File: config.mk
export PLATFORM = sky130hd
export DESIGN_NAME = bfa_ctrl
export DESIGN_NICKNAME = d
export VERILOG_FILES = /design/src/bfa_pkg.sv /design/src/bfa_ctrl.sv
export SDC_FILE = /design/constraint.sdc
export NUM_CORES = 1
export LEC_CHECK = 0
export ABC_AREA = 1
export BUFFER_PORTS_ARGS = -buffer_cell sky130_fd_sc_hd__buf_2
export CORE_MARGIN = 2
export CORE_UTILIZATION = 50
export CTS_BUF_LIST = sky130_fd_sc_hd__clkbuf_4 sky130_fd_sc_hd__clkbuf_8
export DETAILED_ROUTE_END_ITERATION = 8
export GPL_TIMING_DRIVEN = 1
export PLACE_DENSITY_LB_ADDON = 0.25
export SLEW_MARGIN = 25
export SYNTH_ARGS = -nofsm -noshare
export SYNTH_HDL_FRONTEND = slang
export SYNTH_SLANG_ARGS = --single-unit
export TNS_END_PERCENT = 10
File: constraint.sdc
create_clock -name clock -period 2 [get_ports clock]
set_clock_uncertainty 0.05 [all_clocks]
set_input_delay 0.1 -clock clock [delete_from_list [all_inputs] [get_ports clock]]
set_output_delay 0.1 -clock clock [all_outputs]
set_load 0.02 [all_outputs]
File: src/bfa_pkg.sv
`timescale 1ns / 1ps
`default_nettype none

package bfa_pkg;

   typedef enum logic [2:0] {
      CMD_ALLOC,
      CMD_FREE,
      CMD_ALLOC_RUN,
      CMD_FREE_RUN,
      CMD_ADDREF,
      CMD_QUERY,
      CMD_RESERVE,
      CMD_RELEASE
   } bfa_cmd_type;

   typedef enum logic [1:0] {
      STS_OK,
      STS_NO_FRAME,
      STS_ZERO_LEN,
      STS_SATURATED
   } bfa_status_type;

   // datapath operations, one per cycle
   typedef enum logic [3:0] {
      OP_NONE,
      OP_LOAD,
      OP_CLEAR,
      OP_WRAP,
      OP_NEXT,
      OP_TAKE1,
      OP_FAIL,
      OP_EXEC,
      OP_ZLEN,
      OP_BLOCK,
      OP_STEP,
      OP_REBASE,
      OP_MARK_START,
      OP_MARK,
      OP_RUN_DONE,
      OP_RFREE
   } bfa_op_type;

   typedef struct packed {
      bfa_op_type op;
      logic       push;
   } bfa_ctl_type;

   typedef struct packed {
      logic empty;        // scan position reached its limit
      logic hit_free;     // free frame in the masked row
      logic hit_used;     // used frame in the masked row
      logic len_zero;
      logic over;         // run end beyond managed frames
      logic base_le_blk;  // run base not yet past the blocking frame
      logic clr_last;
   } bfa_sts_type;

   localparam int ROW_BITS    = 64;
   localparam int ROW_SHIFT   = 6;
   localparam int REF_PER_ROW = 8;
   localparam int REF_SHIFT   = 3;
   localparam int REF_W       = 8;

endpackage

`default_nettype wire

File: src/bfa_ctrl.sv
`timescale 1ns / 1ps
`default_nettype none

module bfa_ctrl (
   input  logic                 clock,
   input  logic                 reset,
   input  logic                 req_valid,
   output logic                 req_ready,
   input  logic [2:0]           req_cmd,
   output logic                 rsp_valid,
   input  logic                 rsp_ready,
   output bfa_pkg::bfa_ctl_type ctl,
   input  bfa_pkg::bfa_sts_type sts
);
   import bfa_pkg::*;

   typedef enum logic [3:0] {
      S_CLEAR,
      S_IDLE,
      S_WAIT,
      S_ALLOC,
      S_EXEC,
      S_RCHK,
      S_RSCAN,
      S_RSTEP,
      S_RMARK,
      S_FSCAN,
      S_RESP
   } state_type;

   state_type state_ff, state_in, ret_ff, ret_in;
   logic      phase_ff, phase_in, rsp_valid_ff, rsp_valid_in;

   assign req_ready = state_ff == S_IDLE;
   assign rsp_valid = rsp_valid_ff;

   always_comb begin
      state_in = state_ff;
      ret_in   = ret_ff;
      phase_in = phase_ff;
      ctl.op   = OP_NONE;
      ctl.push = 1'b0;
      unique case (state_ff)
         S_CLEAR: begin
            ctl.op = OP_CLEAR;
            if (sts.clr_last) state_in = S_IDLE;
         end
         S_IDLE: begin
            if (req_valid) begin
               ctl.op   = OP_LOAD;
               phase_in = 1'b0;
               state_in = S_WAIT;
               unique case (bfa_cmd_type'(req_cmd))
                  CMD_ALLOC:     ret_in = S_ALLOC;
                  CMD_FREE_RUN:  ret_in = S_FSCAN;
                  CMD_ALLOC_RUN: state_in = S_RCHK;
                  default:       ret_in = S_EXEC;
               endcase
            end
         end
         S_WAIT: state_in = ret_ff;
         S_ALLOC: begin
            priority if (sts.empty) begin
               if (!phase_ff) begin
                  ctl.op   = OP_WRAP;
                  phase_in = 1'b1;
                  state_in = S_WAIT;
               end else begin
                  ctl.op   = OP_FAIL;
                  state_in = S_RESP;
               end
            end else if (sts.hit_free) begin
               ctl.op   = OP_TAKE1;
               state_in = S_RESP;
            end else begin
               ctl.op   = OP_NEXT;
               state_in = S_WAIT;
            end
         end
         S_EXEC: begin
            ctl.op   = OP_EXEC;
            state_in = S_RESP;
         end
         S_RCHK: begin
            priority if (sts.len_zero) begin
               ctl.op   = OP_ZLEN;
               state_in = S_RESP;
            end else if (sts.over) begin
               ctl.op   = OP_FAIL;
               state_in = S_RESP;
            end else begin
               state_in = S_WAIT;
               ret_in   = S_RSCAN;
            end
         end
         S_RSCAN: begin
            priority if (sts.empty) begin
               ctl.op   = OP_MARK_START;
               state_in = S_WAIT;
               ret_in   = S_RMARK;
            end else if (sts.hit_used) begin
               ctl.op   = OP_BLOCK;
               state_in = S_RSTEP;
            end else begin
               ctl.op   = OP_NEXT;
               state_in = S_WAIT;
            end
         end
         S_RSTEP: begin
            if (sts.base_le_blk) begin
               ctl.op = OP_STEP;
            end else begin
               ctl.op   = OP_REBASE;
               state_in = S_RCHK;
            end
         end
         S_RMARK: begin
            if (sts.empty) begin
               ctl.op   = OP_RUN_DONE;
               state_in = S_RESP;
            end else begin
               ctl.op   = OP_MARK;
               state_in = S_WAIT;
            end
         end
         S_FSCAN: begin
            if (sts.empty) begin
               state_in = S_RESP;
            end else begin
               ctl.op   = OP_RFREE;
               state_in = S_WAIT;
            end
         end
         S_RESP: begin
            // hold until the output register is free
            if (!rsp_valid_ff || rsp_ready) begin
               ctl.push = 1'b1;
               state_in = S_IDLE;
            end
         end
         default: state_in = S_IDLE;
      endcase
      rsp_valid_in = rsp_valid_ff && !rsp_ready;
      if (ctl.push) rsp_valid_in = 1'b1;
   end

   always_ff @(posedge clock) begin
      if (reset) begin
         state_ff     <= S_CLEAR;
         ret_ff       <= S_IDLE;
         phase_ff     <= 1'b0;
         rsp_valid_ff <= 1'b0;
      end else begin
         state_ff     <= state_in;
         ret_ff       <= ret_in;
         phase_ff     <= phase_in;
         rsp_valid_ff <= rsp_valid_in;
      end
   end

endmodule

`default_nettype wire

==> results.sh, run 1 <==
export IMPL_status="complete, no violations"
export IMPL_clk_path_buf_depth=2
export IMPL_rows=15
export IMPL_gp_congestion=0.9190
export IMPL_worstMarginPinSlew_ns=0.3157
export IMPL_yosysSeqAreaShare=0.2260
export IMPL_setup_viol=0
export IMPL_yosys_warnings=0
export IMPL_power_density_nw_per_um2=1002
export IMPL_worstSetupPathType="register to primary output"
export IMPL_rsz0062_at_grt="no"
export IMPL_avgRoutedWirePerCell_um=11.37
export IMPL_fmax_mhz=555.0
export IMPL_worstPathCellList="inv_1 -> nand2_1 -> nor2_4 -> nand2_1 -> o21ai_0 -> inv_1 -> nand4_1 -> buf_2"
export IMPL_peakVddDrop_uv=557.4
export IMPL_grt_max_degree=8
export IMPL_pwr_share_comb=0.569
export IMPL_total_power_uw=1050
export IMPL_clock_sinks=10
export IMPL_min_path_type="input port to register"
export IMPL_final_nets=203
export IMPL_yosys_area_share_simple=0.5678
export IMPL_synthAdderAreaFrac=0
export IMPL_syn_to_final_growth_pct=18.36
export IMPL_fp_dieArea_um2=2124
export IMPL_critPathBufInv=3
export IMPL_routed_wl_mm=2.319
export IMPL_netlist_area_um2=885.9
export IMPL_relSlewSlack=0.7873
export IMPL_hold_viol_final=0
export IMPL_dpl_hpwl_mm=1.963
export IMPL_clkPwrFrac=0.134
export IMPL_synthCells=163
export IMPL_p_sw_uw=520.5
export IMPL_final_area_um2=1049
export IMPL_syn_num_nets=177
export IMPL_slowest_delay_ns=0.37
export IMPL_power_leakage_uw=0.0005663
export IMPL_worst_setup_path_end_kind="primary output"
export IMPL_die_w_um=46.09
export IMPL_cts_root_buf="clkbuf_4"
export IMPL_placed_area_um2=1007
export IMPL_dr_first_iter_drc_count=39
export IMPL_cap_violations=0
export IMPL_switching_share=0.4956
export IMPL_grt_util_all_layers=0.2345
export IMPL_clock_latency_ns=0.27
export IMPL_drv_slew=0
export IMPL_hp_start="rsp_ready"
export IMPL_tns_ns=0
export IMPL_reg2reg_from="state_ff[0]"
export IMPL_p_int_uw=529.8
export IMPL_synthMuxAreaShare=0
export IMPL_cts_tree="yes"
export IMPL_antenna_found_initial=0
export IMPL_final_common_cell="nand2_1"
export IMPL_ioPinCount=21
export IMPL_min_period_ns=1.802
export IMPL_drive_gt1_frac=0.1925
export IMPL_numPortBuffers=20
export IMPL_synth_compound_area_frac=0.1215
export IMPL_worstPathArrival_ns=1.65
export IMPL_dr_wl_met3_um=154
export IMPL_grt_overflow=0
export IMPL_wl_met2_mm=1.076
export IMPL_slowest_stage="dfxtp_1"
export IMPL_synth_cell_types=16
export IMPL_fin_crit_sh=0.9009
export IMPL_dieHeight_um=46.09
export IMPL_avgSynthCellArea_um2=5.435
export IMPL_start_util=0.5244
export IMPL_vias_per_cell=5.456
export IMPL_p_seq_frac=0.297
export IMPL_drtAntennaViolNets=0
export IMPL_coreArea_um2=1689
export IMPL_grt_pass1_vias=918
export IMPL_synth_xor_area_frac=0
export IMPL_h_tree_depth=1
export IMPL_antennaDiodeCount=0
export IMPL_clk_pin_slew_ns=0.06
export IMPL_cp_startpoint="state_ff[1]"
export IMPL_critical_path_top_delay_family="simple AND/OR/NAND/NOR gates"
export IMPL_vias=1113
export IMPL_critPathMaxFanout=7
export IMPL_drc=0
export IMPL_cts_buffers=3
export IMPL_wl_met1_mm=1.056
export IMPL_postSynthRegisterBits=10
export IMPL_cp_required_ns=1.85
export IMPL_top_layer="met4"
export IMPL_drt_pass1_iter_count=4
export IMPL_grt_pass1_wl_mm=3.629
export IMPL_synth_top_family_by_area="simple AND/OR/NAND/NOR gates"
export IMPL_start_kind="register"
export IMPL_layout_common_cells="46 x nand2_1, 38 x nor2_1, 20 x buf_2"
export IMPL_postCtsSetupBuffers=0
[registers in the layout (all words and copies together) (netlist names)]
register   count
rsp_valid      1
ret_ff         4
state_ff       4
phase_ff       1
[cell usage after synthesis]
library cell / instances / area share
a21oi_1: 10 / 0.056
dfxtp_1: 10 / 0.23
inv_1: 18 / 0.076
inv_2: 2 / 0.0085
nand2_1: 46 / 0.19
nand2_2: 1 / 0.0071
nand3_1: 10 / 0.056
nand3_2: 1 / 0.011
nand3b_1: 4 / 0.034
nand4_1: 3 / 0.021
nor2_1: 39 / 0.17
nor2_2: 3 / 0.021
nor2_4: 4 / 0.051
nor3_1: 1 / 0.0056
o211ai_1: 1 / 0.0085
o21ai_0: 10 / 0.056
[cells by family after synthesis]
| logic type | count (synthesis) |
|---|---|
| compound gates | 21 |
| buf+inv | 20 |
| flops | 10 |
| simple gates | 112 |
[metrics by stage]
step / cells / hold slack (ns) / setup slack, ns / util
floorplan: 163 / 0.1191 / 0.5985 / -
global placement: 200 / 0.2739 / 0.4714 / 0.5963
detailed placement: 200 / 0.2812 / 0.4030 / 0.5963
CTS: 204 / 0.09874 / 0.1002 / 0.6156
global route: 204 / 0.1236 / 0.01672 / 0.6207
finish: 204 / 0.09433 / 0.1982 / 0.6207
[layout make-up]
type | instances | area [um2]
inverters | 20 | 75.07
well taps | 17 | 21.27
fillers | 183 | 640.6
clock buffers | 3 | 22.52
multi-input cells | 133 | 618.1
repair buffers | 21 | 110.1
flip-flops and latches | 10 | 201.4
[per-layer routing]
| layer | up-vias | track usage |
|---|---|---|
| met4 | 0 | 0.07429 |
| met3 | 5 | 0.04314 |
| li1 | 566 | - |
| met1 | 487 | 0.3214 |
| met2 | 55 | 0.3694 |
| met5 | - | 0 |
[final timing paths]
path | endpoint | slack (ns) | cells past startpoint
max reg2reg | ret_ff[2] | 0.51 | 9
min | rsp_valid | 0.09 | 4
max | ctl[2] | 0.20 | 8
min reg2reg | phase_ff | 0.44 | 2
[tightest hold or removal path: cells and delay by family]
| family | cells | cell delay (ns) |
|---|---|---|
| and+or+nand+nor | 3 | 0.19 |
| buffers and inverters | 1 | 0.07 |
[repair_timing]
| item | 4_1_cts | 5_1_grt |
|---|---|---|
| hold buffers | 1 | 0 |
| resized for setup | 0 | 3 |
| endpoints found under the setup margin | 0 | 2 |
| hold endpoints to repair | 1 | 0 |
[power groups by stage]
stage / clock [uW] / sequential, uW / combinational (uW)
2_1_floorplan: 0 / 301 / 444
3_3_place_gp: 0 / 309 / 575
3_5_place_dp: 0 / 314 / 586
4_1_cts: 141 / 309 / 589
5_1_grt: 147 / 318 / 674
6_report: 140 / 312 / 598
(Power assumes the default switching activity.)
==> run 2, diff against run 1 <==
--- a/config.mk
+++ b/config.mk
@@ -6,11 +6,11 @@
 export NUM_CORES = 1
 export LEC_CHECK = 0
 export ABC_AREA = 1
-export BUFFER_PORTS_ARGS = -buffer_cell sky130_fd_sc_hd__buf_2
 export CORE_MARGIN = 2
 export CORE_UTILIZATION = 50
 export CTS_BUF_LIST = sky130_fd_sc_hd__clkbuf_4 sky130_fd_sc_hd__clkbuf_8
 export DETAILED_ROUTE_END_ITERATION = 8
+export DONT_BUFFER_PORTS = 1
 export GPL_TIMING_DRIVEN = 1
 export PLACE_DENSITY_LB_ADDON = 0.25
 export SLEW_MARGIN = 25
==> run 2 against run 1 <==
Compared with the run above: sequential cell count unchanged; sequential power up 2%; combinational power down 7.2%; maximum frequency down 4.3%; clock-buffer cell count up 1; core utilization down 3.1 points; cell count down 7.8%; critical path type is now register to register; highest routed layer unchanged.
==> results.sh, run 2 (synthesis results as in run 1) <==
export IMPL_status="complete, no violations"
export IMPL_rows=15
export IMPL_p_seq_frac=0.301
export IMPL_worstPathCellList="inv_2 -> nor2_2 -> nand3b_1 -> nand2_1 -> nor2_4 -> nand2_1 -> a21oi_1 -> dlygate4sd3_1"
export IMPL_cap_violations=0
export IMPL_fp_dieArea_um2=2124
export IMPL_worstPathArrival_ns=1.99
export IMPL_fillers=193
export IMPL_clock_sinks=10
export IMPL_antenna_found_initial=0
export IMPL_final_area_um2=996.0
export IMPL_cts_buffers=3
export IMPL_routed_wl_mm=2.244
export IMPL_fin_crit_sh=0.9415
export IMPL_cts_tree="yes"
export IMPL_critPathMaxFanout=6
export IMPL_placed_area_um2=914.6
export IMPL_ioPinCount=21
export IMPL_clk_pin_slew_ns=0.07
export IMPL_dieHeight_um=46.09
export IMPL_grt_pass1_vias=909
export IMPL_fmax_mhz=531.1
export IMPL_grt_overflow=0
export IMPL_multi_input_area_um2=620.6
export IMPL_power_density_nw_per_um2=1060
export IMPL_coreArea_um2=1689
export IMPL_avgRoutedWirePerCell_um=11.94
export IMPL_vias=1038
export IMPL_worst_setup_path_end_kind="register"
export IMPL_cp_required_ns=2.11
export IMPL_final_common_cell="nand2_1"
export IMPL_clock_latency_ns=0.27
export IMPL_power_leakage_uw=0.0005063
export IMPL_fin_util=0.5896
export IMPL_cp_startpoint="state_ff[0]"
export IMPL_syn_to_final_growth_pct=12.43
export IMPL_p_int_uw=547.9
export IMPL_start_kind="register"
export IMPL_dr_first_iter_drc_count=28
export IMPL_peakVddDrop_uv=599.9
export IMPL_drv_slew=0
export IMPL_layout_common_cells="45 x nand2_1, 38 x nor2_1, 18 x inv_1"
export IMPL_use_met3=0.04706
export IMPL_gp_congestion=0.9093
export IMPL_grt_busiest_layer="met2"
export IMPL_worstSetupPathType="register to register"
export IMPL_drtAntennaViolNets=0
export IMPL_vias_per_cell=5.521
export IMPL_cts_root_buf="clkbuf_4"
export IMPL_worst_path_most_repeated_cell="nand2_1"
export IMPL_hold_viol_final=0
export IMPL_slowest_stage="dlygate4sd3_1"
export IMPL_grt_pass1_wl_mm=3.712
export IMPL_die_w_um=46.09
export IMPL_relSlewSlack=0.7816
export IMPL_min_path_type="input port to register"
export IMPL_min_period_ns=1.883
export IMPL_grtUsageMet1=0.3349
export IMPL_grt_util_all_layers=0.2424
export IMPL_h_tree_depth=1
export IMPL_clkPwrFrac=0.173
export IMPL_drt_pass1_iter_count=4
export IMPL_drive_gt1_frac=0.1287
export IMPL_total_power_uw=1056
export IMPL_numPortBuffers=0
export IMPL_worstMarginPinSlew_ns=0.3273
export IMPL_use_met2=0.3694
export IMPL_drc=0
export IMPL_hp_start="rsp_ready"
export IMPL_switching_share=0.4809
export IMPL_reg2reg_from="state_ff[0]"
export IMPL_pre_cts_ws_ns=0.4150
export IMPL_final_nets=186
export IMPL_pwr_share_comb=0.526
export IMPL_p_sw_uw=507.7
export IMPL_reg_top3="ret_ff (4), state_ff (4)"
export IMPL_rsz0062_at_grt="yes"
export IMPL_setup_viol=0
export IMPL_worst_slack_ns=0.1170
export IMPL_seqCellArea_um2=205.2
export IMPL_start_util=0.5244
export IMPL_grt_max_degree=8
export IMPL_postCtsSetupBuffers=0
export IMPL_slowest_delay_ns=0.55
export IMPL_dpl_hpwl_mm=1.882
export IMPL_clk_path_buf_depth=2
export IMPL_antennaDiodeCount=0
==> run 2: through the flow <==
stage               std cells  TNS [ns]  hold WS (ns)
finish                    188         0      0.004135
global route              188  -0.01813       0.01868
CTS                       188         0      0.001325
detailed placement        181         0        0.1231
global placement          181         0        0.1206
floorplan                 163         0        0.1191
==> run 2: worst max-delay path: cells and delay by family (launching register included) <==
family	cells	cell delay, ns
buffers and inverters	2	0.62
AOI/OAI and AO/OA	1	0.06
and+or+nand+nor	5	0.66
DFF	1	0.38
==> run 2: power groups by stage <==
| stage | combinational, uW | sequential [uW] | clock (uW) |
|---|---|---|---|
| global placement | 523 | 310 | 0 |
| detailed placement | 532 | 314 | 0 |
| floorplan | 444 | 301 | 0 |
| finish | 555 | 317 | 183 |
| CTS | 539 | 309 | 190 |
| global route | 636 | 325 | 202 |
==> run 2: worst paths after layout <==
check,to,slack [ns],cells after the start
hold reg to reg,ret_ff[2],0.44,2
setup reg to reg,state_ff[2],0.12,8
setup / recovery,state_ff[2],0.12,8
hold / removal,rsp_valid,0.004,3
==> run 2: timing repair <==
item,in CTS,in global routing
hold buffers,3,0
setup endpoints to repair,0,3
endpoints found under the hold margin,5,0
resized for setup,0,7
==> run 2: final cells by class <==
class,count,area share
well taps,17,0.02136
multi-input cells,133,0.6231
flip-flops and latches,10,0.2060
inverters,20,0.07538
repair buffers,4,0.03769
clock buffers,4,0.03643
==> run 2: layer usage <==
layer,share of wire,vias up
li1,-,536
met1,0.44,456
met2,0.47,43
met3,0.081,3
met4,0.010,0
met5,0,-
==> run 3, diff against run 2 <==
--- a/config.mk
+++ b/config.mk
@@ -7,7 +7,7 @@
 export LEC_CHECK = 0
 export ABC_AREA = 1
 export CORE_MARGIN = 2
-export CORE_UTILIZATION = 50
+export CORE_UTILIZATION = 55
 export CTS_BUF_LIST = sky130_fd_sc_hd__clkbuf_4 sky130_fd_sc_hd__clkbuf_8
 export DETAILED_ROUTE_END_ITERATION = 8
 export DONT_BUFFER_PORTS = 1
==> constraint.sdc (replaced) <==
create_clock -name clock -period 2.4 [get_ports clock]
set_clock_uncertainty 0.05 [all_clocks]
set_input_delay 0.12 -clock clock [delete_from_list [all_inputs] [get_ports clock]]
set_output_delay 0.12 -clock clock [all_outputs]
set_load 0.02 [all_outputs]
==> run 3 against run 2 <==
Compared with the run above: register-to-register slack better by 0.69 ns; die area is 8.3% lower; routed wire length is 7.0% higher; total power is 17% lower; non-clock buffer count is 1 lower; largest cell class unchanged.
==> results.sh, run 3 (synthesis results as in run 1) <==
export IMPL_status="complete, no violations"
export IMPL_layout_common_cells="46 x nand2_1, 39 x nor2_1, 18 x inv_1"
export IMPL_coreArea_um2=1506
export IMPL_dpl_hpwl_mm=1.865
export IMPL_peakVddDrop_uv=549.5
export IMPL_final_common_cell="nand2_1"
export IMPL_drive_gt1_frac=0.08824
export IMPL_seqCellArea_um2=200.2
export IMPL_tns_ns=0
export IMPL_die_w_um=44.13
export IMPL_cts_root_buf="clkbuf_4"
export IMPL_cp_required_ns=2.23
export IMPL_min_path_type="input port to register"
export IMPL_crit_end="ctl[2]"
export IMPL_cap_violations=0
export IMPL_antennaDiodeCount=0
export IMPL_h_tree_depth=1
export IMPL_worstPathArrival_ns=1.78
export IMPL_drt_pass1_iter_count=4
export IMPL_slowest_delay_ns=0.37
export IMPL_syn_to_final_growth_pct=9.746
export IMPL_placed_area_um2=905.9
export IMPL_worstSetupPathType="register to primary output"
export IMPL_worstMarginPinSlew_ns=0.6255
export IMPL_clock_latency_ns=0.28
export IMPL_fmax_mhz=513.2
export IMPL_relSlewSlack=0.5798
export IMPL_multi_input_area_um2=610.6
export IMPL_avgRoutedWirePerCell_um=12.91
export IMPL_worst_setup_path_end_kind="primary output"
export IMPL_timing_reg2reg_setup_slack_ns=0.81
export IMPL_grt_pass1_wl_mm=3.953
export IMPL_reg_top3="ret_ff (4), state_ff (4)"
export IMPL_power_leakage_uw=0.0004946
export IMPL_drtAntennaViolNets=0
export IMPL_numPortBuffers=0
export IMPL_reg2reg_from="state_ff[3]"
export IMPL_grt_util_all_layers=0.2720
export IMPL_clk_pin_slew_ns=0.07
export IMPL_grt_pass1_vias=916
export IMPL_reg2reg_depth=8
export IMPL_fin_crit_sh=0.8120
export IMPL_drc=0
export IMPL_routed_wl_mm=2.401
export IMPL_start_kind="register"
export IMPL_rsz0062_at_grt="no"
export IMPL_antenna_found_initial=0
export IMPL_cts_buffers=3
export IMPL_fillers=142
export IMPL_cp_startpoint="state_ff[1]"
export IMPL_setup_viol=0
export IMPL_final_nets=185
export IMPL_dr_first_iter_drc_count=61
export IMPL_cts_tree="yes"
export IMPL_reg2reg_to="ret_ff[2]"
export IMPL_slowest_stage="dfxtp_1"
export IMPL_vias=1083
export IMPL_cts_resized=0
export IMPL_final_area_um2=972.2
export IMPL_grt_max_degree=8
export IMPL_gp_congestion=0.9649
export IMPL_clock_sinks=10
export IMPL_critPathMaxFanout=7
export IMPL_fp_dieArea_um2=1947
export IMPL_drv_slew=0
export IMPL_worstPathCellList="inv_1 -> nand2_1 -> nor2_1 -> nand2_1 -> o21ai_0 -> inv_1 -> nand4_1"
export IMPL_clk_path_buf_depth=2
export IMPL_hold_viol_final=0
export IMPL_min_period_ns=1.949
export IMPL_grt_overflow=0
export IMPL_start_util=0.5880
export IMPL_dieHeight_um=44.13
export IMPL_ioPinCount=21
export IMPL_power_density_nw_per_um2=903.9
export IMPL_vias_per_cell=5.823
export IMPL_rows=14
## run 3: layer usage
metal	wire [um]	GRT usage	vias up
met5	0	0	-
met4	62	0.1273	0
met3	205	0.04490	9
met2	1072	0.4382	54
met1	1060	0.3534	490
li1	-	-	530
## run 3: stage by stage
step	total power (uW)	setup slack, ns	std cells	utilization	hold slack [ns]
3_3_place_gp	695.0	0.8752	179	0.6013	0.1404
3_5_place_dp	703.7	0.8270	179	0.6013	0.1432
6_report	878.8	0.4513	186	0.6453	0.01200
4_1_cts	869.3	0.5184	186	0.6453	0.006146
5_1_grt	937.3	0.3010	186	0.6453	0.02774
2_1_floorplan	620.9	0.9785	163	-	0.1391
## run 3: repair_timing
action | CTS | global route
hold buffers | 3 | 0
setup buffers | 0 | 0
endpoints found under the hold margin | 4 | 0
## run 3: worst min path at each step
stage,startpoint,end,slack [ns],cells after the start
finish,reset,ret_ff[0],0.01,2
global route,reset,ret_ff[0],0.03,2
CTS,reset,ret_ff[0],0.006,2
detailed placement,reset,state_ff[1],0.14,1
global placement,reset,state_ff[1],0.14,1
floorplan,reset,phase_ff,0.14,1
## run 3: cell type report
| type | count | share of cell area |
|---|---|---|
| multi-input combinational | 133 | 0.6281 |
| sequential | 10 | 0.2059 |
| inverter | 20 | 0.07722 |
| clock buffer | 4 | 0.03732 |
| timing repair buffer | 3 | 0.03089 |
| tap | 16 | 0.02059 |
## run 3: worst max-delay path, delay by kind of cell, from the launching register on
family | cells | cell delay [ns]
AO/OA/AOI/OAI | 1 | 0.16
AND/OR/NAND/NOR | 4 | 0.78
flip-flops | 1 | 0.37
buffers and inverters | 2 | 0.18
## run 3: power by group
part	leakage [uW]	internal [uW]	switching [uW]
clock	0.0000210	92.4	67.4
combinational	0.000392	140	319
sequential	0.0000817	213	46.1
total	0.000495	446	433
